<file path="src/hw/rtl/pool2d_pkg.sv">
package pool2d_pkg;

	// Register field widths
	localparam int POOL_W  = 4;
	localparam int FRAME_W = 11;

	// Result field widths
	localparam int IDX_W = 10;
	localparam int OFF_W = 3;

	// Configuration port
	localparam int ADDR_W = 5;
	localparam int DATA_W = 32;

	// Entries in the queue between front and back (power of two)
	localparam int QUEUE_DEPTH = 4;
	localparam int QPTR_W      = $clog2(QUEUE_DEPTH);
	localparam int LVL_W       = $clog2(QUEUE_DEPTH + 1);

	typedef enum logic [2:0] {
		REG_POOL_ROWS  = 3'd0,
		REG_POOL_COLS  = 3'd1,
		REG_FRAME_COLS = 3'd2,
		REG_FRAME_ROWS = 3'd3,
		REG_USE_MAX    = 3'd4
	} reg_idx_t;

	typedef struct packed {
		logic [POOL_W-1:0]  pool_rows;
		logic [POOL_W-1:0]  pool_cols;
		logic [FRAME_W-1:0] frame_cols;
		logic [FRAME_W-1:0] frame_rows;
		logic               use_max;
	} cfg_t;

	// Per-sample control that the front hands to the back
	typedef struct packed {
		logic             first;
		logic             last;
		logic             frame_done;
		logic [OFF_W-1:0] row_off;
		logic [OFF_W-1:0] col_off;
		logic [IDX_W-1:0] out_row;
		logic [IDX_W-1:0] out_col;
	} win_ctrl_t;

endpackage

</file>
<file path="src/hw/rtl/pool2d_front.sv">
module pool2d_front import pool2d_pkg::*; #(
	parameter int MAX_LINE    = 1024,
	parameter int MAX_POOL    = 8,
	parameter int SAMPLE_BITS = 16,
	parameter int AW          = 10
) (
	input  logic                          clk,
	input  logic                          arst_n,
	input  cfg_t                          cfg,
	input  logic                          in_valid,
	output logic                          in_ready,
	input  logic signed [SAMPLE_BITS-1:0] in_sample,
	input  logic                          in_frame_start,
	input  logic [LVL_W-1:0]              q_level,
	output logic                          push,
	output win_ctrl_t                     push_ctrl,
	output logic [AW-1:0]                 push_addr,
	output logic signed [SAMPLE_BITS-1:0] push_sample
);

	localparam int POS_W  = $clog2(MAX_LINE + 1);
	localparam int PB_W   = $clog2(MAX_POOL + 1);
	localparam int IW     = (PB_W > OFF_W) ? PB_W : OFF_W;
	localparam int TI_W   = (MAX_POOL > 1) ? $clog2(MAX_POOL) : 1;
	localparam int RS     = POS_W + 5;
	localparam int RW     = RS + 1;
	localparam int PROD_W = POS_W + RW;

	// Reciprocal table: x / d == (x * ceil(2^RS / d)) >> RS for x < 2^POS_W
	logic [RW-1:0] recip_tab [0:(1<<TI_W)-1];

	for (genvar d = 0; d < (1 << TI_W); d++) begin : g_recip
		localparam int DIV = (d + 1 <= MAX_POOL) ? d + 1 : MAX_POOL;
		localparam logic [RW-1:0] RECIP = RW'(((longint'(1) << RS) + DIV - 1) / DIV);
		assign recip_tab[d] = RECIP;
	end

	// Clamped sizes
	logic [IW-1:0]    pr_c, pc_c;
	logic [POS_W-1:0] fr_c, fc_c;
	logic [IW-1:0]    pr_m1, pc_m1;

	always_comb begin
		pr_c = (cfg.pool_rows == '0) ? IW'(1) :
			((int'(cfg.pool_rows) > MAX_POOL) ? IW'(MAX_POOL) : IW'(cfg.pool_rows));
		pc_c = (cfg.pool_cols == '0) ? IW'(1) :
			((int'(cfg.pool_cols) > MAX_POOL) ? IW'(MAX_POOL) : IW'(cfg.pool_cols));
		fr_c = (cfg.frame_rows == '0) ? POS_W'(1) :
			((int'(cfg.frame_rows) > MAX_LINE) ? POS_W'(MAX_LINE) : POS_W'(cfg.frame_rows));
		fc_c = (cfg.frame_cols == '0) ? POS_W'(1) :
			((int'(cfg.frame_cols) > MAX_LINE) ? POS_W'(MAX_LINE) : POS_W'(cfg.frame_cols));
		pr_m1 = pr_c - IW'(1);
		pc_m1 = pc_c - IW'(1);
	end

	// Window counts per frame, refreshed from the registers every cycle
	logic [PROD_W-1:0] oc_prod, or_prod;
	logic [POS_W-1:0]  out_cols_q, out_rows_q;

	assign oc_prod = PROD_W'(fc_c) * PROD_W'(recip_tab[pc_m1[TI_W-1:0]]);
	assign or_prod = PROD_W'(fr_c) * PROD_W'(recip_tab[pr_m1[TI_W-1:0]]);

	always_ff @(posedge clk) begin
		out_cols_q <= oc_prod[RS +: POS_W];
		out_rows_q <= or_prod[RS +: POS_W];
	end

	// Position counters
	logic [POS_W-1:0] col_pos_q, row_pos_q;
	logic [IW-1:0]    cin_q, rin_q;
	logic [POS_W-1:0] col_e, row_e;
	logic [IW-1:0]    cin_e, rin_e;
	logic [POS_W:0]   col_inc, row_inc;
	logic [IW:0]      cin_inc, rin_inc;
	logic [POS_W-1:0] col_nx, row_nx;
	logic [IW-1:0]    cin_nx, rin_nx;
	logic             accept;
	logic             v_s1, v_s2;

	// Credit: keep room in the queue for every sample still in the front
	logic [LVL_W:0] used;

	assign used     = (LVL_W+1)'(q_level) + (LVL_W+1)'(v_s1) + (LVL_W+1)'(v_s2);
	assign in_ready = (used < (LVL_W+1)'(QUEUE_DEPTH));
	assign accept   = in_valid && in_ready;

	always_comb begin
		col_e   = in_frame_start ? '0 : col_pos_q;
		row_e   = in_frame_start ? '0 : row_pos_q;
		cin_e   = in_frame_start ? '0 : cin_q;
		rin_e   = in_frame_start ? '0 : rin_q;
		col_inc = (POS_W+1)'(col_e) + (POS_W+1)'(1);
		row_inc = (POS_W+1)'(row_e) + (POS_W+1)'(1);
		cin_inc = (IW+1)'(cin_e) + (IW+1)'(1);
		rin_inc = (IW+1)'(rin_e) + (IW+1)'(1);
		col_nx  = col_inc[POS_W-1:0];
		row_nx  = row_e;
		cin_nx  = (cin_inc >= (IW+1)'(pc_c)) ? '0 : cin_inc[IW-1:0];
		rin_nx  = rin_e;
		// Wrap at end of row, then at end of frame
		if (col_inc >= (POS_W+1)'(fc_c)) begin
			col_nx = '0;
			cin_nx = '0;
			row_nx = row_inc[POS_W-1:0];
			rin_nx = (rin_inc >= (IW+1)'(pr_c)) ? '0 : rin_inc[IW-1:0];
			if (row_inc >= (POS_W+1)'(fr_c)) begin
				row_nx = '0;
				rin_nx = '0;
			end
		end
	end

	always_ff @(posedge clk or negedge arst_n) begin
		if (!arst_n) begin
			col_pos_q <= '0;
			row_pos_q <= '0;
			cin_q     <= '0;
			rin_q     <= '0;
			v_s1      <= 1'b0;
			v_s2      <= 1'b0;
		end else begin
			if (accept) begin
				col_pos_q <= col_nx;
				row_pos_q <= row_nx;
				cin_q     <= cin_nx;
				rin_q     <= rin_nx;
			end
			v_s1 <= accept;
			v_s2 <= v_s1;
		end
	end

	// Stage 1: capture sample with its position
	logic signed [SAMPLE_BITS-1:0] sample_s1, sample_s2;
	logic [POS_W-1:0]              col_s1, row_s1;
	logic [IW-1:0]                 cin_s1, rin_s1, cin_s2, rin_s2;
	logic                          last_w1, first_s2, last_s2;
	logic [PROD_W-1:0]             wc_prod, wr_prod;
	logic [POS_W-1:0]              wc_s2, wr_s2;

	assign last_w1 = ((IW+1)'(cin_s1) + (IW+1)'(1) == (IW+1)'(pc_c)) &&
		((IW+1)'(rin_s1) + (IW+1)'(1) == (IW+1)'(pr_c));
	assign wc_prod = PROD_W'(col_s1) * PROD_W'(recip_tab[pc_m1[TI_W-1:0]]);
	assign wr_prod = PROD_W'(row_s1) * PROD_W'(recip_tab[pr_m1[TI_W-1:0]]);

	always_ff @(posedge clk) begin
		if (accept) begin
			sample_s1 <= in_sample;
			col_s1    <= col_e;
			row_s1    <= row_e;
			cin_s1    <= cin_e;
			rin_s1    <= rin_e;
		end
		// Stage 2: window index by reciprocal multiply
		sample_s2 <= sample_s1;
		cin_s2    <= cin_s1;
		rin_s2    <= rin_s1;
		first_s2  <= (cin_s1 == '0) && (rin_s1 == '0);
		last_s2   <= last_w1;
		wc_s2     <= wc_prod[RS +: POS_W];
		wr_s2     <= wr_prod[RS +: POS_W];
	end

	// Classify: drop samples outside any whole window
	logic in_range;

	assign in_range = (wc_s2 < out_cols_q) && (wr_s2 < out_rows_q);
	assign push     = v_s2 && in_range;

	always_comb begin
		push_ctrl.first      = first_s2;
		push_ctrl.last       = last_s2;
		push_ctrl.frame_done = ((POS_W+1)'(wr_s2) + (POS_W+1)'(1) == (POS_W+1)'(out_rows_q)) &&
			((POS_W+1)'(wc_s2) + (POS_W+1)'(1) == (POS_W+1)'(out_cols_q));
		push_ctrl.row_off    = rin_s2[OFF_W-1:0];
		push_ctrl.col_off    = cin_s2[OFF_W-1:0];
		push_ctrl.out_row    = IDX_W'(wr_s2);
		push_ctrl.out_col    = IDX_W'(wc_s2);
		push_addr            = AW'(wc_s2);
		push_sample          = sample_s2;
	end

endmodule

</file>
<file path="config.mk">
export PLATFORM = sky130hd
export DESIGN_NAME = pool2d_front
export DESIGN_NICKNAME = d
export VERILOG_FILES = /design/src/hw/rtl/pool2d_pkg.sv /design/src/hw/rtl/pool2d_front.sv
export SDC_FILE = /design/constraint.sdc
export NUM_CORES = 1
export LEC_CHECK = 0
export ABC_AREA = 1
export BUFFER_PORTS_ARGS = -buffer_cell sky130_fd_sc_hd__buf_4
export CAP_MARGIN = 20
export CORE_MARGIN = 5
export CORE_UTILIZATION = 40
export DETAILED_ROUTE_END_ITERATION = 8
export PLACE_DENSITY_LB_ADDON = 0.05
export SLEW_MARGIN = 0
export SYNTH_ARGS = -nofsm -noshare
export SYNTH_HDL_FRONTEND = slang
export SYNTH_SLANG_ARGS = --single-unit
</file>
<file path="constraint.sdc">
create_clock -name clk -period 16.3 [get_ports clk]
set_clock_uncertainty 0.2 [all_clocks]
set_input_delay 3.26 -clock clk [delete_from_list [all_inputs] [get_ports clk]]
set_output_delay 3.26 -clock clk [all_outputs]
set_load 0.01 [all_outputs]
</file>
**After elaboration in Yosys (flattened, before gate mapping)**

Memories as Yosys holds them, arrays and structs flattened.
Cells that the tools add are included.

- Input bits: 54
- Bits in registers: 146
- Memories kept: 2
- Bits in read-only memories: 272
- Output and inout port bits: 57

Memory list:

| memory | words | width | read ports | clocked after Yosys merged registers in | write ports | RTL line | text |
|---|---|---|---|---|---|---|---|
| (no name shown) | 8 | 17 | 1 | 0 | 0 | pool2d_front.sv:144 | `assign wr_prod = PROD_W'(row_s1) * PROD_W'(recip_tab[pr_m1[TI_W-1:0]]);` |
| (no name shown) | 8 | 17 | 1 | 0 | 0 | pool2d_front.sv:143 | `assign wc_prod = PROD_W'(col_s1) * PROD_W'(recip_tab[pc_m1[TI_W-1:0]]);` |

- Bitwise gates (word level): 2
- $mul: 4
- Add/subtract/negate cells: 12
- Equal/unequal tests: 4
- Mux-type cells: 24
- Order comparisons: 13
- Reduce and logical (&&, ||, !) cells: 12

Operators by type and width:

| operator | number |
|---|---|
| $mul 11x17->27 | 4 |
| $mux 11 | 9 |
| $mux 17 | 4 |
| $add 11x1->12 const B | 4 |
| $mux 4 | 11 |
| $eq 12x11->1 | 2 |
| $ge 12x11->1 | 2 |
| $gt 11x11->1 const B | 2 |
| $logic_not 11->1 | 2 |
| $lt 11x11->1 | 2 |
| $add 4x1->5 const B | 4 |
| $logic_not 4->1 | 4 |
| $eq 5x4->1 | 2 |
| $ge 5x4->1 | 2 |
| $ge 4x4->1 const B | 2 |
| $gt 4x4->1 const B | 2 |
| $not 3->4 | 2 |
| $logic_and 1x1->1 | 6 |
| $sub 3x1->3 const B | 2 |
| $add 3x1->4 | 1 |
| $add 4x1->4 | 1 |
| $lt 4x3->1 const B | 1 |

**Longest topological paths before layout**

- Word-level depth: 9
- Depth in mapped cells: 34
- Mapped depth without buffers: 32

**Worst setup path after synthesis**

No wires, ideal clock.

- Path type: in2reg
- Start point: input cfg[29] in the netlist's numbering
- End point: register out_rows_q[6]
- Cell stages on the path: 28
- Path buffers: 2
- Data required time: 15980 ps
- Arrival time: 9187 ps
- Setup time: 120 ps
- Slack: 6794 ps
- Cell sequence: or2_2 -> a21oi_1 -> inv_1 -> ha_1 -> nand3_1 -> nand2_2 -> o21ai_0 -> clkbuf_1 -> buf_2 -> nor2_1 -> fa_1 -> inv_1 -> fa_1 -> inv_1 -> fa_1 -> fa_1 -> inv_1 -> fa_1 -> inv_1 -> ha_1 -> nand2_1 -> inv_1 -> a21boi_0 -> nor2_1 -> a2111oi_0 -> o21ai_0 -> nand2_1 -> nand2_1

- Cells in the longest elaborated chain, start to end: 9

RTL lines:

| what | RTL line | text |
|---|---|---|
| start: declaration | pool2d_front.sv:9 | `input cfg_t cfg,` |
| $gt 4x4->1 | pool2d_front.sv:45 | `((int'(cfg.pool_rows) > MAX_POOL) ? IW'(MAX_POOL) : IW'(cfg.pool_rows));` |
| $mux 4 | pool2d_front.sv:45 |  |
| $mux 4 * | pool2d_front.sv:44 | `pr_c = (cfg.pool_rows == '0) ? IW'(1) :` |
| $sub 3x1->3 * | pool2d_front.sv:52 | `pr_m1 = pr_c - IW'(1);` |
| $not 3->4 (not written as such) * | pool2d_front.sv:61 | `assign or_prod = PROD_W'(fr_c) * PROD_W'(recip_tab[pr_m1[TI_W-1:0]]);` |
| $mem_v2 8x17 * | n/a |  |
| $mux 17 * (2 in a row) | n/a |  |
| $mul 11x17->27 * | pool2d_front.sv:61 |  |
| net or_prod[22] | pool2d_front.sv:57 | `logic [PROD_W-1:0] oc_prod, or_prod;` |
| end signal: assignment | pool2d_front.sv:65 | `out_rows_q <= or_prod[RS +: POS_W];` |
| end: declaration | pool2d_front.sv:58 | `logic [POS_W-1:0] out_cols_q, out_rows_q;` |

Mark *: on every way through the listed nets, which the timed path passes. The rest lies on a longest branch. The select of a mux whose other input is x is not followed.
A chain may end at the register's enable or synchronous reset.

**Worst setup path in the final report**

- Start point: input cfg[25] in the netlist's numbering
- End point: register out_cols_q[8]

- Cells in the longest elaborated chain, start to end: 9

RTL lines:

| what | RTL line | text |
|---|---|---|
| $gt 4x4->1 | pool2d_front.sv:47 | `((int'(cfg.pool_cols) > MAX_POOL) ? IW'(MAX_POOL) : IW'(cfg.pool_cols));` |
| $mux 4 | pool2d_front.sv:47 |  |
| $mux 4 * | pool2d_front.sv:46 | `pc_c = (cfg.pool_cols == '0) ? IW'(1) :` |
| $sub 3x1->3 * | pool2d_front.sv:53 | `pc_m1 = pc_c - IW'(1);` |
| $not 3->4 (not written as such) * | pool2d_front.sv:60 | `assign oc_prod = PROD_W'(fc_c) * PROD_W'(recip_tab[pc_m1[TI_W-1:0]]);` |
| $mem_v2 8x17 * | n/a |  |
| $mux 17 * (2 in a row) | n/a |  |
| $mul 11x17->27 * | pool2d_front.sv:60 |  |
| net oc_prod[24] | pool2d_front.sv:57 |  |
| end signal: assignment | pool2d_front.sv:64 | `out_cols_q <= oc_prod[RS +: POS_W];` |
| end: declaration | pool2d_front.sv:58 |  |

Marked as above.

==> out/summary.json <==
{
  "result_of_the_run": "completed",
  "setup_viol": 0,
  "cp_data_arrival_time_ns": 11.84,
  "synth.area.mux_share": 0,
  "synthesis.instances": 3809,
  "timing.final.crit_period_ns": 11.76,
  "synth-edff-count": 46,
  "setup_repair_after_global_routing_missed_its_margin": "no",
  "dr_total_vias": 23670,
  "yosysUniqueCellTypes": 55,
  "worst-slew-pin-transition_ns": 1.10,
  "static-leakage-power_nw": 17.4,
  "h-tree-depth": 4,
  "via_per_inst": 4.88,
  "power-per-cell-area_mw_per_mm2": 84.5,
  "initial_core_util": 0.401,
  "synth_xor_area_frac": 0.0309,
  "cts_buffers": 17,
  "timing.final.crit_share": 0.721,
  "final_hold_viol_count": 0,
  "critical_path_top_delay_cell": "sky130_fd_sc_hd__ha_1",
  "layout.filler_cells": 7968,
  "cts_root_buf": "sky130_fd_sc_hd__clkbuf_16",
  "postCtsResizedCells": 0,
  "max_freq_mhz": 85.0,
  "yosys_register_bits": 146,
  "die_h_um": 285,
  "placementRows": 101,
  "groute.usage.overall": 0.232,
  "cap_violations": 0,
  "cts-hold-fix-buffers": 0,
  "remaining_drc_errors": 0,
  "timing.final.max_slew_violations": 0,
  "wire_length_of_the_first_global_routing_pass_mm": 146,
  "number_of_nets_in_the_synthesized_netlist": 4702,
  "detailedPlace.worstSlack_ns": 4.23,
  "hold_path_class": "flip-flop to flip-flop",
  "most_common_cell_after_layout_fill_and_taps_aside": "sky130_fd_sc_hd__inv_1",
  "route.detailed.wl_per_inst_um": 19.1,
  "critical_path.endpoint_type": "flip-flop",
  "synthesized_area_per_cell_um2": 7.95,
  "syn_area_mm2": 0.0303,
  "die_x_um": 285,
  "antenna_found_initial": 5,
  "io_buffer_count": 109,
  "clkSlewWorstSetupHoldPaths_ns": 0.07,
  "ys_warn_count": 0,
  "share_of_the_synthesized_area_in_compound_gates_ao_oa_aoi_oai": 0.0560,
  "drt_first_pass_iters": 5,
  "last_weighted_congestion_value_of_the_routability_driven_placer": 0.909,
  "path_common_cell": "sky130_fd_sc_hd__inv_1",
  "dieArea_mm2": 0.0813,
  "grt_pass1_vias": 24979,
  "max-clock-path-buffers": 2,
  "hpwlAfterDp_mm": 78.7,
  "fin_tns_setup_ns": 0,
  "timing.final.ws_setup_ns": 4.54,
  "path_max_fanout": 17,
  "maximum_number_of_pins_on_one_net_before_global_route_repair": 45,
  "clock_sinks": 146,
  "critical_path.max_stage_delay_ns": 0.83,
  "worst_skew_pair.late_latency_ns": 0.47,
  "io-pin-count": 111,
  "drtAntennaViolNets": 0,
  "design.final.nets": 4752,
  "synth.yosys.seq_area_share": 0.117,
  "critical_path_class": "input pin to flip-flop",
  "synth_top_family_by_area": "adder cells",
  "layout_common_cells": "sky130_fd_sc_hd__inv_1, sky130_fd_sc_hd__nand2_1, sky130_fd_sc_hd__fa_1",
  "flow.area_growth_from_synthesis_pct": 7.36,
  "async_flop_share": 0.219,
  "required_ns": 16.38,
  "yosys.area_share.adder": 0.475,
  "postRouteWirelength_mm": 92.5,
  "post_synth_top_flop": "sky130_fd_sc_hd__dfxtp_1",
  "vdd_drop_max_uv": 68.2,
  "setup_bufs_post_cts": 0,
  "remaining_global_route_overflow": 0,
  "core_area_mm2": 0.0756,
  "drive_above_1_share": 0.0504,
  "cts_tree": "done",
  "first_iter_violations": 1620,
  "synth-simple-area-share": 0.175,
  "maxSlewHeadroom": 0.263,
  "worst_setup_path_start_kind": "input pin"
}
-- worst max-delay path: cells and delay by family --
kind,cells,cell delay [ns]
adders and majority gates,7,3.61
buffers and inverters,9,2.04
and+or+nand+nor,7,1.80
AOI/OAI and AO/OA,5,1.10
-- path summary, 6_finish.rpt --
kind	from	endpoint	slack (ns)	depth (start not counted)
worst max-delay path	cfg[25]	out_cols_q[8]	4.54	28
worst min-delay path	sample_s1[14]	push_sample[14]	0.13	0
worst max register to register	col_s1[5]	wc_s2[6]	10.23	19
worst min register to register	sample_s1[14]	push_sample[14]	0.13	0
max in group asynchronous	arst_n	row_pos_q[2]	13.04	1
min in group asynchronous	arst_n	col_pos_q[2]	2.53	1
-- cell type report --
cell class / instances / area [µm²] / share of cell area
Clock inverter: 14 / 164 / 0.00504
Inverter: 1037 / 3900 / 0.120
Clock buffer: 18 / 429 / 0.0132
Sequential cell: 146 / 3540 / 0.109
Multi-Input combinational cell: 2533 / 22300 / 0.687
Tap cell: 978 / 1220 / 0.0376
Timing Repair Buffer: 124 / 931 / 0.0286
Antenna cell: 3 / 7.51 / 0.000231
-- cells in the mapped netlist (all sizes together), types with 8 or more instances --
cell | n | area share
inv | 1025 | 0.13
nand2 | 618 | 0.077
fa | 519 | 0.34
nor2 | 496 | 0.064
ha | 320 | 0.13
a21oi | 115 | 0.020
o21ai | 90 | 0.015
nand3 | 89 | 0.015
dfxtp | 68 | 0.045
xor2 | 68 | 0.020
buf | 53 | 0.012
edfxtp | 46 | 0.046
clkbuf | 40 | 0.0050
xnor2 | 39 | 0.011
nor3 | 37 | 0.0070
nand4 | 33 | 0.0068
dfrtp | 32 | 0.026
a31oi | 12 | 0.0025
clkinv | 12 | 0.0015
nor4 | 12 | 0.0025
a21o | 11 | 0.0027
o21a | 8 | 0.0020
or2 | 8 | 0.0017
-- metrics by stage --
step	hold slack (ns)	std cells	utilization	cell area [µm²]	total power, mW
final	0.134	4853	0.430	32500	2.75
after floorplan	0.123	3809	-	30300	1.78
after global routing	0.144	4850	0.430	32500	3.06
after CTS	0.135	4850	0.430	32500	2.78
after detailed placement	0.128	4818	0.422	31900	2.34
after global placement	0.124	4818	0.422	31900	2.34
-- flip-flops by register name, summed over array words and instances (netlist names) --
signal,cells
v_s2,1
wc_s2,11
first_s2,1
last_s2,1
v_s1,1
sample_s1,16
cin_s1,4
col_pos_q,11
out_rows_q,11
wr_s2,11
push_sample,16
rin_s2,3
row_pos_q,11
out_cols_q,11
cin_s2,3
rin_s1,4
row_s1,11
rin_q,4
col_s1,11
cin_q,4
-- layer usage --
metal | vias to the layer above | GRT usage | routed length [µm]
met5 | - | 0 | 12
met2 | 680 | 0.348 | 39000
met4 | 2 | 0.0368 | 1150
met1 | 11465 | 0.342 | 44700
met3 | 70 | 0.0647 | 7660
li1 | 11453 | - | -
-- power breakdown --
group / total, mW / switching (mW) / leakage, nW / internal, mW
clock network: 0.422 / 0.203 / 0.289 / 0.219
logic: 1.81 / 1.16 / 15.7 / 0.654
registers: 0.517 / 0.0730 / 1.44 / 0.444
-- kinds of logic (layout without fill, tap and decap cells) --
| logic type | Yosys count | count (layout) |
|---|---|---|
| buf+inv | 1130 | 1193 |
| flops | 146 | 146 |
| other cells | 0 | 3 |
| simple gates | 1299 | 1299 |
| compound gates | 288 | 288 |
| xor+xnor | 107 | 107 |
| fa+ha+maj | 839 | 839 |
Note: power is estimated with default switching activity, not from simulation.
