File: config.mk
export PLATFORM = sky130hd
export DESIGN_NAME = pool2d_queue
export DESIGN_NICKNAME = d
export VERILOG_FILES = /design/src/hw/rtl/pool2d_pkg.sv /design/src/hw/rtl/pool2d_queue.sv
export SDC_FILE = /design/constraint.sdc
export NUM_CORES = 1
export LEC_CHECK = 0
export BUFFER_PORTS_ARGS = -buffer_cell sky130_fd_sc_hd__buf_2
export CAP_MARGIN = 20
export CORE_ASPECT_RATIO = 0.5
export CORE_UTILIZATION = 53
export CTS_BUF_LIST = sky130_fd_sc_hd__clkbuf_4 sky130_fd_sc_hd__clkbuf_8
export CTS_CLUSTER_DIAMETER = 60
export DETAILED_ROUTE_END_ITERATION = 16
export GPL_TIMING_DRIVEN = 0
export PLACE_DENSITY = 0.78
export SETUP_SLACK_MARGIN = 0.4
export SLEW_MARGIN = 5
export SYNTH_ARGS = -nofsm -noshare
export SYNTH_HDL_FRONTEND = slang
export SYNTH_SLANG_ARGS = --single-unit
File: constraint.sdc
create_clock -name clk -period 1.8 [get_ports clk]
set_input_delay 0.27 -clock clk [delete_from_list [all_inputs] [get_ports clk]]
set_output_delay 0.27 -clock clk [all_outputs]
set_load 0.1 [all_outputs]
File: src/hw/rtl/pool2d_pkg.sv
package pool2d_pkg;

	// Register field widths
	localparam int POOL_W  = 4;
	localparam int FRAME_W = 11;

	// Result field widths
	localparam int IDX_W = 10;
	localparam int OFF_W = 3;

	// Configuration port
	localparam int ADDR_W = 5;
	localparam int DATA_W = 32;

	// Entries in the queue between front and back (power of two)
	localparam int QUEUE_DEPTH = 4;
	localparam int QPTR_W      = $clog2(QUEUE_DEPTH);
	localparam int LVL_W       = $clog2(QUEUE_DEPTH + 1);

	typedef enum logic [2:0] {
		REG_POOL_ROWS  = 3'd0,
		REG_POOL_COLS  = 3'd1,
		REG_FRAME_COLS = 3'd2,
		REG_FRAME_ROWS = 3'd3,
		REG_USE_MAX    = 3'd4
	} reg_idx_t;

	typedef struct packed {
		logic [POOL_W-1:0]  pool_rows;
		logic [POOL_W-1:0]  pool_cols;
		logic [FRAME_W-1:0] frame_cols;
		logic [FRAME_W-1:0] frame_rows;
		logic               use_max;
	} cfg_t;

	// Per-sample control that the front hands to the back
	typedef struct packed {
		logic             first;
		logic             last;
		logic             frame_done;
		logic [OFF_W-1:0] row_off;
		logic [OFF_W-1:0] col_off;
		logic [IDX_W-1:0] out_row;
		logic [IDX_W-1:0] out_col;
	} win_ctrl_t;

endpackage

File: src/hw/rtl/pool2d_queue.sv
module pool2d_queue import pool2d_pkg::*; #(
	parameter int WIDTH = 32
) (
	input  logic             clk,
	input  logic             arst_n,
	input  logic             push,
	input  logic [WIDTH-1:0] push_data,
	input  logic             pop,
	output logic [WIDTH-1:0] pop_data,
	output logic             nonempty,
	output logic [LVL_W-1:0] level
);

	logic [WIDTH-1:0]  slot_q [0:QUEUE_DEPTH-1];
	logic [QPTR_W-1:0] wptr_q, rptr_q;
	logic [LVL_W-1:0]  count_q;

	assign pop_data = slot_q[rptr_q];
	assign nonempty = (count_q != '0);
	assign level    = count_q;

	// Advance pointers and count
	always_ff @(posedge clk or negedge arst_n) begin
		if (!arst_n) begin
			wptr_q  <= '0;
			rptr_q  <= '0;
			count_q <= '0;
		end else begin
			if (push) begin
				wptr_q <= wptr_q + QPTR_W'(1);
			end
			if (pop) begin
				rptr_q <= rptr_q + QPTR_W'(1);
			end
			if (push && !pop) begin
				count_q <= count_q + LVL_W'(1);
			end else if (pop && !push) begin
				count_q <= count_q - LVL_W'(1);
			end
		end
	end

	// Store request
	always_ff @(posedge clk) begin
		if (push) begin
			slot_q[wptr_q] <= push_data;
		end
	end

	a_no_overflow: assert property (@(posedge clk) disable iff (!arst_n)
		push |-> (count_q < LVL_W'(QUEUE_DEPTH)) || pop)
		else $error("queue written while full");

	a_no_underflow: assert property (@(posedge clk) disable iff (!arst_n)
		pop |-> count_q != '0)
		else $error("queue read while empty");

endmodule

* After elaboration in Yosys (flattened, before gate mapping) *
Memory sizes are Yosys's and may differ from the RTL's.
Index checks and enable logic that the tools add are counted.

word-level totals
  memory bits (writable) = 128
  bits in registers = 7
  memories kept = 1
  output and inout bits = 36
  input bits = 36
  logic and storage cells = 18

operators by class
  reduce and logical (&&, ||, !) cells = 6
  add/subtract/negate cells = 4
  mux-type cells = 4

memory list
  name    depth  width  rd ports  clocked after memory_dff  write ports  line                source
  slot_q  4      32     1         0                         1            pool2d_queue.sv:14  logic [WIDTH-1:0] slot_q [0:QUEUE_DEPTH-1];

operators by type and width
  cell                   number
  $mux W3                2
  $add A2 B1 Y2 const B  2
  $add A3 B1 Y3 const B  1
  $reduce_bool A3 Y1     1
  $sub A3 B1 Y3 const B  1
  $logic_and A1 B1 Y1    2
  $logic_not A1 Y1       2
  $mux W1                2
  $reduce_bool A2 Y1     1

* Logic depth before layout (Yosys ltp) *
Gate-level depths: netlist of the first run.

  depth in word-level cells = 4
  depth in mapped cells = 7
  gate-level depth less buffers = 7

* Least setup slack after synthesis of the first run *
No wires, ideal clock.

  kind = register to output
  from = register count_q[0] (netlist: level[0])
  to = output port nonempty
  required time = 1530 ps
  data arrival time = 1791 ps
  stages on the path, launching flop included = 2
  path slack = -261 ps
  cell sequence = dfrtp_1 > or3_1

on the way
  longest elaborated chain between the ends = 1

ends and longest elaborated chain
  element                   line                source
  start: declaration        pool2d_queue.sv:16  logic [LVL_W-1:0] count_q;
  start signal: assignment  pool2d_queue.sv:36  count_q <= count_q + LVL_W'(1);
  start signal: assignment  pool2d_queue.sv:38  count_q <= count_q - LVL_W'(1);
  $reduce_bool A3 Y1        pool2d_queue.sv:19  assign nonempty = (count_q != '0);
  end: declaration          pool2d_queue.sv:10  output logic nonempty,

Every way passes these cells.

* Worst setup path after layout of the first run *
  from = register rptr_q[0]
  to = output port pop_data[30]

on the way
  longest elaborated chain between the ends = 1

ends and longest elaborated chain
  element                   line                source
  start: declaration        pool2d_queue.sv:15  logic [QPTR_W-1:0] wptr_q, rptr_q;
  start signal: assignment  pool2d_queue.sv:33  rptr_q <= rptr_q + QPTR_W'(1);
  $mem_v2 Z4 W32            --
  end: declaration          pool2d_queue.sv:9   output logic [WIDTH-1:0] pop_data,

Every way passes these cells.

==> results of run 1 <==
## repair_timing
action / CTS / global route
hold buffers: 1 / 0
buffers inserted: 9 / 2
pin swaps: 3 / 1
resized for setup: 98 / 11
setup endpoints to repair: 164 / 100
hold endpoints to repair: 7 / 0
cloned: 8 / 0
## per-stage QoR
stage,hold slack (ps),cell area (um^2)
finish,54.5,6620
floorplan,-25.6,5070
global route,31.2,6620
detailed placement,118,5570
CTS,28.4,6550
global placement,106,5570
## placed cells by master, fill, tap and decap left out, drive strengths merged
cell and count:
clkinvlp 1, fa 1, o21ai 1, or3 1
dlygate4sd3 1, ha 5, and2 12, nand2 2
xor2 4, buf 89, mux2 1, clkinv 6
inv 4, bufinv 7, mux4 32, edfxtp 128
nor2 1, xnor2 2, dfrtp 7, clkbuf 19
## final timing paths
check	from	endpoint	slack [ps]	cells past startpoint
worst min-delay path	push_data[27]	slot_q[0][27]$_DFFE_PP_	50	1
worst max register to register	level[1]$_DFFE_PN0P_	level[2]$_DFFE_PN0P_	230	6
min in group asynchronous	arst_n	level[1]$_DFFE_PN0P_	200	2
max in group asynchronous	arst_n	wptr_q[0]$_DFFE_PN0P_	1400	2
worst max-delay path	rptr_q[0]$_DFFE_PN0P_	pop_data[30]	-300	4
worst min register to register	wptr_q[0]$_DFFE_PN0P_	wptr_q[0]$_DFFE_PN0P_	550	1
## sequential cells by signal, summed over array words and instances (netlist names)
register / count
level: 3
wptr_q: 2
slot_q: 128
rptr_q: 2
## routing by layer
layer | share of wire, % | vias to the layer above | track usage [%]
met5 | 0 | - | 0
met4 | 2.2 | 0 | 10.3
met3 | 5.3 | 19 | 6.09
met2 | 50 | 88 | 35.5
met1 | 43 | 1274 | 28.6
li1 | - | 1066 | -
## logic make-up after synthesis
family,count (synthesis)
simple gates,8
flops,135
fa+ha+maj,6
mux,33
xor+xnor,6
compound gates,1
buf+inv,12
## cell type report
| type | count | area share [%] |
|---|---|---|
| flip-flops and latches | 135 | 60.9 |
| repair buffers | 83 | 11.9 |
| plain buffers | 8 | 1.55 |
| multi-input cells | 62 | 15.8 |
| inverters | 4 | 0.227 |
| clock buffers | 18 | 3.65 |
| well taps | 117 | 2.21 |
| clock inverters | 14 | 3.84 |
## critical path: stages, from the launching register on
cell and delay (ps):
sky130_fd_sc_hd__dfrtp_1 340, sky130_fd_sc_hd__buf_6 150, sky130_fd_sc_hd__buf_12 160, sky130_fd_sc_hd__mux4_2 550, sky130_fd_sc_hd__buf_8 200
==> impl_results.md, run 1 <==
* Status: finished with violations
* Violations in the final reports: setup timing
* Antenna violations before repair at 0
* Compound-Gate Fraction of Synth Area at 0.0990%
* Area taken by multi-input logic gates at 1040 um^2
* Total instance count after detailed placement at around 400
* Routed wire length per instance at roughly 22 um
* Final worst path period share at 117%
* Wire length of the first global-routing pass at approximately 15000 um
* Clock tree from TritonCTS: done
* Sort of element at the end of the critical path: output pin
* Final setup skew at 7.87 ps
* Die extent in x at 140 um
* Ranking of synthesized cells by instance count: sky130_fd_sc_hd__edfxtp_1 (128), sky130_fd_sc_hd__mux4_2 (28), sky130_fd_sc_hd__dfrtp_1 (7), sky130_fd_sc_hd__ha_1 (5)
* Util after Layout at between 70% and 80%
* Critical path fanouts, max at 10
* Total negative slack for setup checks at -8430 ps
* Startpoint-to-endpoint class of the critical path: register to output pin
* Minimum clock period at roughly 2100 ps
* Die footprint at about 10000 um^2
* Cell taking the most area after synthesis: sky130_fd_sc_hd__edfxtp_1
* Proportion of synthesized area in mux cells at 14.8%
* Netlist cell types at 19
* DRT Wirelength at between 9000 and 10000 um
* Gp weighted congestion at 0.669
* Number of flops mapped to enable cells by yosys at 128
* # fillers at 480
* Clock root cell: sky130_fd_sc_hd__clkbuf_8
* Synth Area per Inst at approximately 25 um^2
* Final number of max-transition violations at 0
* Clock buffers created by TritonCTS at 17
* Worst slack, placed at 23.2 ps
* Final setup fails at 32
* Drt via density at 5.55
* Clk sink count at 135
* Area added between synthesis and finish at 30.9%
* Maximum buffer depth of the clock tree at 2
* Arithmetic-cell share of the synthesized area counting full adders, half adders and majority gates at 1.63%
* Count of vias placed by the detailed router at around 2400
* Storage cell area at 4030 um^2
* Hold crit path type: input port to register
* Total overflow reported by the global router at 0
* Number of global-route vias before repair at between 2000 and 3000
* Rows at 24
* Clock transition time at the flip-flop clock pins of the worst setup and hold paths at 80 ps
* Number of synthesized register bits at ~140
* Primary FF master, synth: sky130_fd_sc_hd__edfxtp_1
* Core area at 8980 um^2
* Nets at 353
* Count leader, synth: sky130_fd_sc_hd__edfxtp_1
* Final hold vios at 0
* Initial Util at 56.3%
* Max Clk Rate at roughly 0.48 GHz
* Cell count after synthesis at around 200
* Number of H-tree levels at 4
* Synthesized Nets at 243
* Headroom to the max-slew limit at 77.7%
* Largest net degree at the start of global routing at 17
* Max-cap violations at 0
* Largest cells by area after synthesis: sky130_fd_sc_hd__edfxtp_1 (76%), sky130_fd_sc_hd__mux4_2 (12%), sky130_fd_sc_hd__dfrtp_1 (3.5%)
* Seq/Total Area, Yosys at 79.5%
* Detailed-placement wirelength estimate at 4910 um
* Insertion delay to the later sink of the worst-skew pair at about 430 ps
* Number of placed I/O pins at 72
* Actual transition at the worst max-transition pin at 335 ps
* Largest family of logic cells by synthesized area: multiplexers
* Synth top area share at 76.1%
* PortBufs at 71
* Final routed DRC violation total at 0
* Data required, critical path at 1530 ps
* Yosys warning count at 0
* Final WS setup at -299 ps
* Final standard cell count with taps included and fillers excluded at about 440
* Fraction of registers with async set or reset after synthesis at 5.19%
* Worst EP arrival at 1830 ps
* Number of optimization iterations in the first detailed-route pass at 4
* Setup repair after global routing missed its margin: yes
* Height of the die at 71.0 um
* Cell Area, Synth at 5050 um^2
* Total global routing track utilization at between 20% and 30%
* Basic-gate share of the synthesized area counting and, or, nand and nor cells at 0.842%
* Xor/xnor cell area share of the yosys netlist at under 10%
* Number of DRC markers in iteration 0 at 175
* Count of inserted antenna diode cells at 0
* Count of nets left with antenna violations after detail routing at 0
* Startpoint Class: register
* Share of final-layout standard cells stronger than drive strength 1 at 54.3%
Power of run 1 is left out: the tool's default activity adds up to more than one toggle a clock period on the data nets, which glitch-free logic cannot reach.
==> run 2, diff against run 1 <==
Settings changed: CTS_BUF_LIST sky130_fd_sc_hd__clkbuf_4 sky130_fd_sc_hd__clkbuf_8 to sky130_fd_sc_hd__clkbuf_4.
==> impl_results.md, run 2 (synthesized netlist as in run 1, its figures left out) <==
* Number of optimization iterations in the first detailed-route pass at 4 (unchanged)
* Total global routing track utilization at 23.3% (+1.3 points)
* Setup repair after global routing missed its margin: yes
* Largest net degree at the start of global routing at 17 (unchanged)
* Area added between synthesis and finish at 37.7%
* Violations in the final reports: setup timing
* Number of placed I/O pins at 72 (unchanged)
* Headroom to the max-slew limit at 75.7% (-2.0 points)
* Maximum buffer depth of the clock tree at 2 (unchanged)
* Minimum clock period at 2210 ps (+110 ps)
* Final setup skew at 13.9 ps (+5.99 ps)
* Clk sink count at 135 (unchanged)
* Number of H-tree levels at 4 (unchanged)
* Commonest non-fill, non-tap cell in the layout: sky130_fd_sc_hd__edfxtp_1
* Sort of element at the end of the critical path: output pin
* Final setup fails at 33 (+3.1%)
* Routed wire length per instance at 22.4 um (-0.30%)
* Most frequent cells in the layout: sky130_fd_sc_hd__edfxtp_1 (128), sky130_fd_sc_hd__buf_2 (35), sky130_fd_sc_hd__dlygate4sd3_1 (34), sky130_fd_sc_hd__mux4_2 (32), sky130_fd_sc_hd__buf_6 (30)
* Detailed-placement wirelength estimate at 4910 um (unchanged)
* Total overflow reported by the global router at 0 (unchanged)
* Number of global-route vias before repair at 2913 (+8.6%)
* Register with the highest flop count: slot_q
* Clock transition time at the flip-flop clock pins of the worst setup and hold paths at 120 ps (+40 ps)
* Final WS setup at -409 ps (-110 ps)
* Final worst path period share at 123% (+6.1 points)
* PortBufs at 71 (unchanged)
* Startpoint Class: register
* Worst EP arrival at 1940 ps (+110 ps)
* Actual transition at the worst max-transition pin at 365 ps (+29.6 ps)
* Largest register FFs at 128 (unchanged)
* Max Clk Rate at 0.453 GHz (-5.0%)
* Clock tree from TritonCTS: done
* Die footprint at 9950 um^2 (unchanged)
* Height of the die at 71.0 um (unchanged)
* Insertion delay to the later sink of the worst-skew pair at 490 ps (+60 ps)
* Rows at 24 (unchanged)
* Antenna violations before repair at 0 (unchanged)
* DRT Wirelength at 10700 um (+7.8%)
* Data required, critical path at 1530 ps (about the same)
* Final hold vios at 0 (unchanged)
* Nets at 389 (+10%)
* Final routed DRC violation total at 0 (unchanged)
* Hold crit path type: input port to register
* Die extent in x at 140 um (unchanged)
* Count of nets left with antenna violations after detail routing at 0 (unchanged)
* Critical path fanouts, max at 9 (-1)
* Gp weighted congestion at 0.669 (unchanged)
* Status: finished with violations
* Count of inserted antenna diode cells at 0 (unchanged)
* Initial Util at 56.3% (unchanged)
* Share of final-layout standard cells stronger than drive strength 1 at 50.0% (-4.3 points)
* Final number of max-transition violations at 0 (unchanged)
* Wire length of the first global-routing pass at 16100 um (+7.1%)
* Clock root cell: sky130_fd_sc_hd__clkbuf_4
* Drt via density at 5.52 (-0.56%)
* Util after Layout at 77.5% (+3.8 points)
* Count of vias placed by the detailed router at 2632 (+7.6%)
* Clock buffers created by TritonCTS at 17 (unchanged)
* Startpoint-to-endpoint class of the critical path: register to output pin
* Core area at 8980 um^2 (unchanged)
* Number of DRC markers in iteration 0 at 248 (+42%)
* Max-cap violations at 0 (unchanged)
[run 2: cell types whose count changed in the layout (fill, tap and decap cells not counted), sizes merged]
cell	delta
dlygate4sd3	+33
clkbuf	+3
[run 2: critical path, cell delays in order, from the launching register on]
cell and delay, ps:
sky130_fd_sc_hd__dfrtp_1 390, sky130_fd_sc_hd__buf_12 170, sky130_fd_sc_hd__buf_12 150, sky130_fd_sc_hd__mux4_2 550, sky130_fd_sc_hd__buf_12 190
[run 2: final cells by class]
| cell class | instances | area, um^2 |
|---|---|---|
| inverter | 4 | 15.0 |
| buffer | 8 | 108 |
| clock inverter | 14 | 254 |
| clock buffer | 18 | 135 |
| tap | 117 | 146 |
| timing repair buffer | 119 | 1230 |
| sequential | 135 | 4030 |
| multi-input combinational | 62 | 1040 |
| fill | 461 | 2020 |
[run 2: final timing paths]
path | from | end | slack, ps | cells after the start
max | rptr_q[0]$_DFFE_PN0P_ | pop_data[14] | -410 | 4
min | pop | rptr_q[1]$_DFFE_PN0P_ | 60 | 3
max reg2reg | level[1]$_DFFE_PN0P_ | level[2]$_DFFE_PN0P_ | 220 | 6
min reg2reg | level[2]$_DFFE_PN0P_ | level[2]$_DFFE_PN0P_ | 550 | 1
max in group asynchronous | arst_n | wptr_q[0]$_DFFE_PN0P_ | 1470 | 2
min in group asynchronous | arst_n | level[1]$_DFFE_PN0P_ | 140 | 2
[run 2: metal layers]
metal | up-vias | track usage, % | part of all wire [%]
li1 | 1147 | - | -
met1 | 1366 | 29.5 | 41
met2 | 103 | 38.9 | 51
met3 | 16 | 6.43 | 6.5
met4 | 0 | 9.40 | 1.5
met5 | - | 0 | 0
[run 2: stage by stage]
| step | setup WS (ps) | instance area [um^2] | setup TNS (ps) | hold slack [ps] | cells |
|---|---|---|---|---|---|
| finish | -409 | 6960 | -11950 | 61.2 | 477 |
| global route | -522 | 6960 | -15610 | 18.1 | 477 |
| CTS | -443 | 6820 | -12820 | 11.6 | 472 |
| detailed placement | 23.2 | 5570 | 0 | 118 | 389 |
| global placement | 29.9 | 5570 | 0 | 106 | 389 |
| floorplan | 119 | 5070 | 0 | -25.6 | 201 |
[run 2: repair_timing]
item | CTS | global route
hold endpoints to repair | 136 | 0
pin swaps | 3 | 2
setup buffers | 10 | 2
setup endpoints to repair | 164 | 106
hold buffers | 34 | 0
cloned | 7 | 3
resized for setup | 97 | 18
Power of run 2 is left out for the same reason.
==> run 3, diff against run 2 <==
Settings changed: CELL_PAD_IN_SITES_DETAIL_PLACEMENT set to 0, CELL_PAD_IN_SITES_GLOBAL_PLACEMENT set to 1, CORE_UTILIZATION 53 to 47, PLACE_DENSITY 0.78 to unset, PLACE_DENSITY_LB_ADDON set to 0.1.
==> impl_results.md, run 3 (synthesized netlist as in run 1, its figures left out) <==
* Total negative slack for setup checks at -12230 ps (-274 ps)
* End of the critical path: pop_data[2]
* Crit-path leading delay family: buffers and inverters
* Clock tree from TritonCTS: done
* Violations in the final reports: setup timing
* Headroom to the max-slew limit at 78.9% (+3.2 points)
* Routed wire length per instance at 19.2 um (-14%)
* Minimum clock period at 2210 ps (-2.07 ps)
* Count of inserted antenna diode cells at 0 (unchanged)
* Final WS setup at -407 ps (+2.07 ps)
* Most frequent cells in the layout: sky130_fd_sc_hd__edfxtp_1 (128), sky130_fd_sc_hd__buf_2 (35), sky130_fd_sc_hd__dlygate4sd3_1 (34), sky130_fd_sc_hd__buf_6 (33), sky130_fd_sc_hd__mux4_2 (32)
* Count of vias placed by the detailed router at 2528 (-4.0%)
* Final hold vios at 0 (unchanged)
* Nets at 392 (+0.77%)
* Area added between synthesis and finish at 37.3%
* Max Clk Rate at 0.453 GHz (about the same)
* Clock transition time at the flip-flop clock pins of the worst setup and hold paths at 120 ps (about the same)
* Number of cells on the critical path at 4 (unchanged)
* DRT Wirelength at 9650 um (-9.8%)
* Largest net degree at the start of global routing at 17 (unchanged)
* Total global routing track utilization at 18.4% (-4.9 points)
* Number of global-route vias before repair at 2556 (-12%)
* Actual transition at the worst max-transition pin at 316 ps (-48.3 ps)
* Register with the highest flop count: slot_q
* Count of nets left with antenna violations after detail routing at 0 (unchanged)
* Worst EP arrival at 1940 ps (about the same)
* Clock buffers created by TritonCTS at 17 (unchanged)
* Buffers & Inverters on Critical Path at 3 (unchanged)
* Critical path, cell by cell: buf_8 -> buf_12 -> mux4_2 -> buf_6
* Slowest stage cell on the critical path: sky130_fd_sc_hd__mux4_2
* # fillers at 682 (+48%)
* Startpoint-to-endpoint class of the critical path: register to output pin
* Setup repair after global routing missed its margin: yes
* Number of H-tree levels at 4 (unchanged)
* Largest register FFs at 128 (unchanged)
* Number of optimization iterations in the first detailed-route pass at 4 (unchanged)
* Hold crit path type: input port to register
* Die extent in x at 149 um (+6.1%)
* Final setup fails at 33 (unchanged)
* Commonest non-fill, non-tap cell in the layout: sky130_fd_sc_hd__edfxtp_1
* Sort of element at the end of the critical path: output pin
* Max-cap violations at 0 (unchanged)
* Die footprint at 11200 um^2 (+12%)
* Final non-filler cell area at 6940 um^2 (-0.27%)
* Startpoint of the most critical register-to-register path: level[1]$_DFFE_PN0P_
* Insertion delay to the later sink of the worst-skew pair at 490 ps (about the same)
* Core area at 10300 um^2 (+15%)
* Number of placed I/O pins at 72 (unchanged)
* Detailed-placement wirelength estimate at 4830 um (-1.6%)
* Total overflow reported by the global router at 0 (unchanged)
* Drt via density at 5.03 (-8.9%)
* Gp weighted congestion at 0.669 (about the same)
* Clock root cell: sky130_fd_sc_hd__clkbuf_4
* PortBufs at 71 (unchanged)
* Clk sink count at 135 (unchanged)
* Maximum buffer depth of the clock tree at 2 (unchanged)
* Final worst path period share at 123% (about the same)
* Final number of max-transition violations at 0 (unchanged)
* Height of the die at 75.3 um (+6.0%)
* Initial Util at 49.0% (-7.3 points)
* Rows at 26 (+8.3%)
* CP startpoint: rptr_q[0]$_DFFE_PN0P_
* Number of DRC markers in iteration 0 at 116 (-53%)
* Final setup skew at 10.2 ps (-3.69 ps)
* Wire length of the first global-routing pass at 14100 um (-12%)
* Antenna violations before repair at 0 (unchanged)
* Status: finished with violations
* Placed Instance Area at 5600 um^2 (+0.52%)
* Share of final-layout standard cells stronger than drive strength 1 at 49.9% (-0.14 points)
* Setup slack of the worst register-to-register path at 170 ps (-50 ps)
* Critical path fanouts, max at 10 (+1)
* Data required, critical path at 1530 ps (about the same)
* Startpoint Class: register
* Depth of the worst register-to-register path at 6 (unchanged)
* Final routed DRC violation total at 0 (unchanged)
* Capturing point of the worst reg2reg path: level[2]$_DFFE_PN0P_
* Slowest cell delay on critical path at 520 ps (-30 ps)
## run 3: cell types whose count changed in the layout (fill, tap and decap cells not counted), sizes merged
| cell | before | now |
|---|---|---|
| buf | 89 | 95 |
| bufinv | 7 | 4 |
| clkbuf | 22 | 19 |
| clkinv | 6 | 8 |
| and2 | 12 | 11 |
| clkinvlp | 1 | 2 |
| inv | 4 | 5 |
## run 3: worst min-delay path by stage
stage	startpoint	to	slack [ps]	cells past startpoint
floorplan	arst_n	level[2]$_DFFE_PN0P_	-30	0
global placement	arst_n	level[2]$_DFFE_PN0P_	110	1
detailed placement	arst_n	level[2]$_DFFE_PN0P_	120	1
CTS	pop	rptr_q[1]$_DFFE_PN0P_	30	3
global route	pop	rptr_q[1]$_DFFE_PN0P_	7	3
finish	pop	rptr_q[1]$_DFFE_PN0P_	70	3
## run 3: per-layer routing
| metal | vias up | share of wire [%] | track usage (%) |
|---|---|---|---|
| met3 | 4 | 5.7 | 5.75 |
| met4 | 0 | 0.44 | 6.19 |
| met1 | 1305 | 46 | 24.9 |
| met2 | 72 | 48 | 29.1 |
| met5 | - | 0 | 0 |
| li1 | 1147 | - | - |
## run 3: area by class of cell
type                            instances  area, um^2  area share [%]
Sequential cell                       135        4030            58.0
Timing Repair Buffer                  123        1270            18.3
Multi-Input combinational cell         61        1040            14.9
Clock inverter                         15         184            2.65
Tap cell                              140         175            2.52
Clock buffer                           17         128            1.84
Buffer                                  8         103            1.48
Inverter                                4        15.0           0.216
## run 3: worst reg2reg max path: stages (launching register included)
cell and delay [ps]:
sky130_fd_sc_hd__dfrtp_4 500, sky130_fd_sc_hd__buf_6 120, sky130_fd_sc_hd__buf_6 120, sky130_fd_sc_hd__fa_2 350, sky130_fd_sc_hd__xor2_1 150, sky130_fd_sc_hd__nor2_1 130, sky130_fd_sc_hd__xor2_1 190
## run 3: per-stage QoR
stage,hold WS (ps),worst slack (ps),util (%),std cells
final,68.9,-407,67.3,503
after detailed placement,121,-17.4,54.3,412
after floorplan,-25.6,119,-,201
after global placement,107,12.7,54.3,412
after CTS,32.3,-472,66.7,500
after global routing,6.56,-534,67.3,503
## run 3: repair_timing
| item | 4_1_cts | 5_1_grt |
|---|---|---|
| hold buffers | 34 | 0 |
| resized for setup | 100 | 8 |
| endpoints found under the hold margin | 136 | 0 |
| buffers inserted | 16 | 1 |
| pin swaps | 1 | 0 |
| gates cloned | 6 | 2 |
| setup endpoints to repair | 165 | 123 |
Power of run 3 is left out for the same reason.
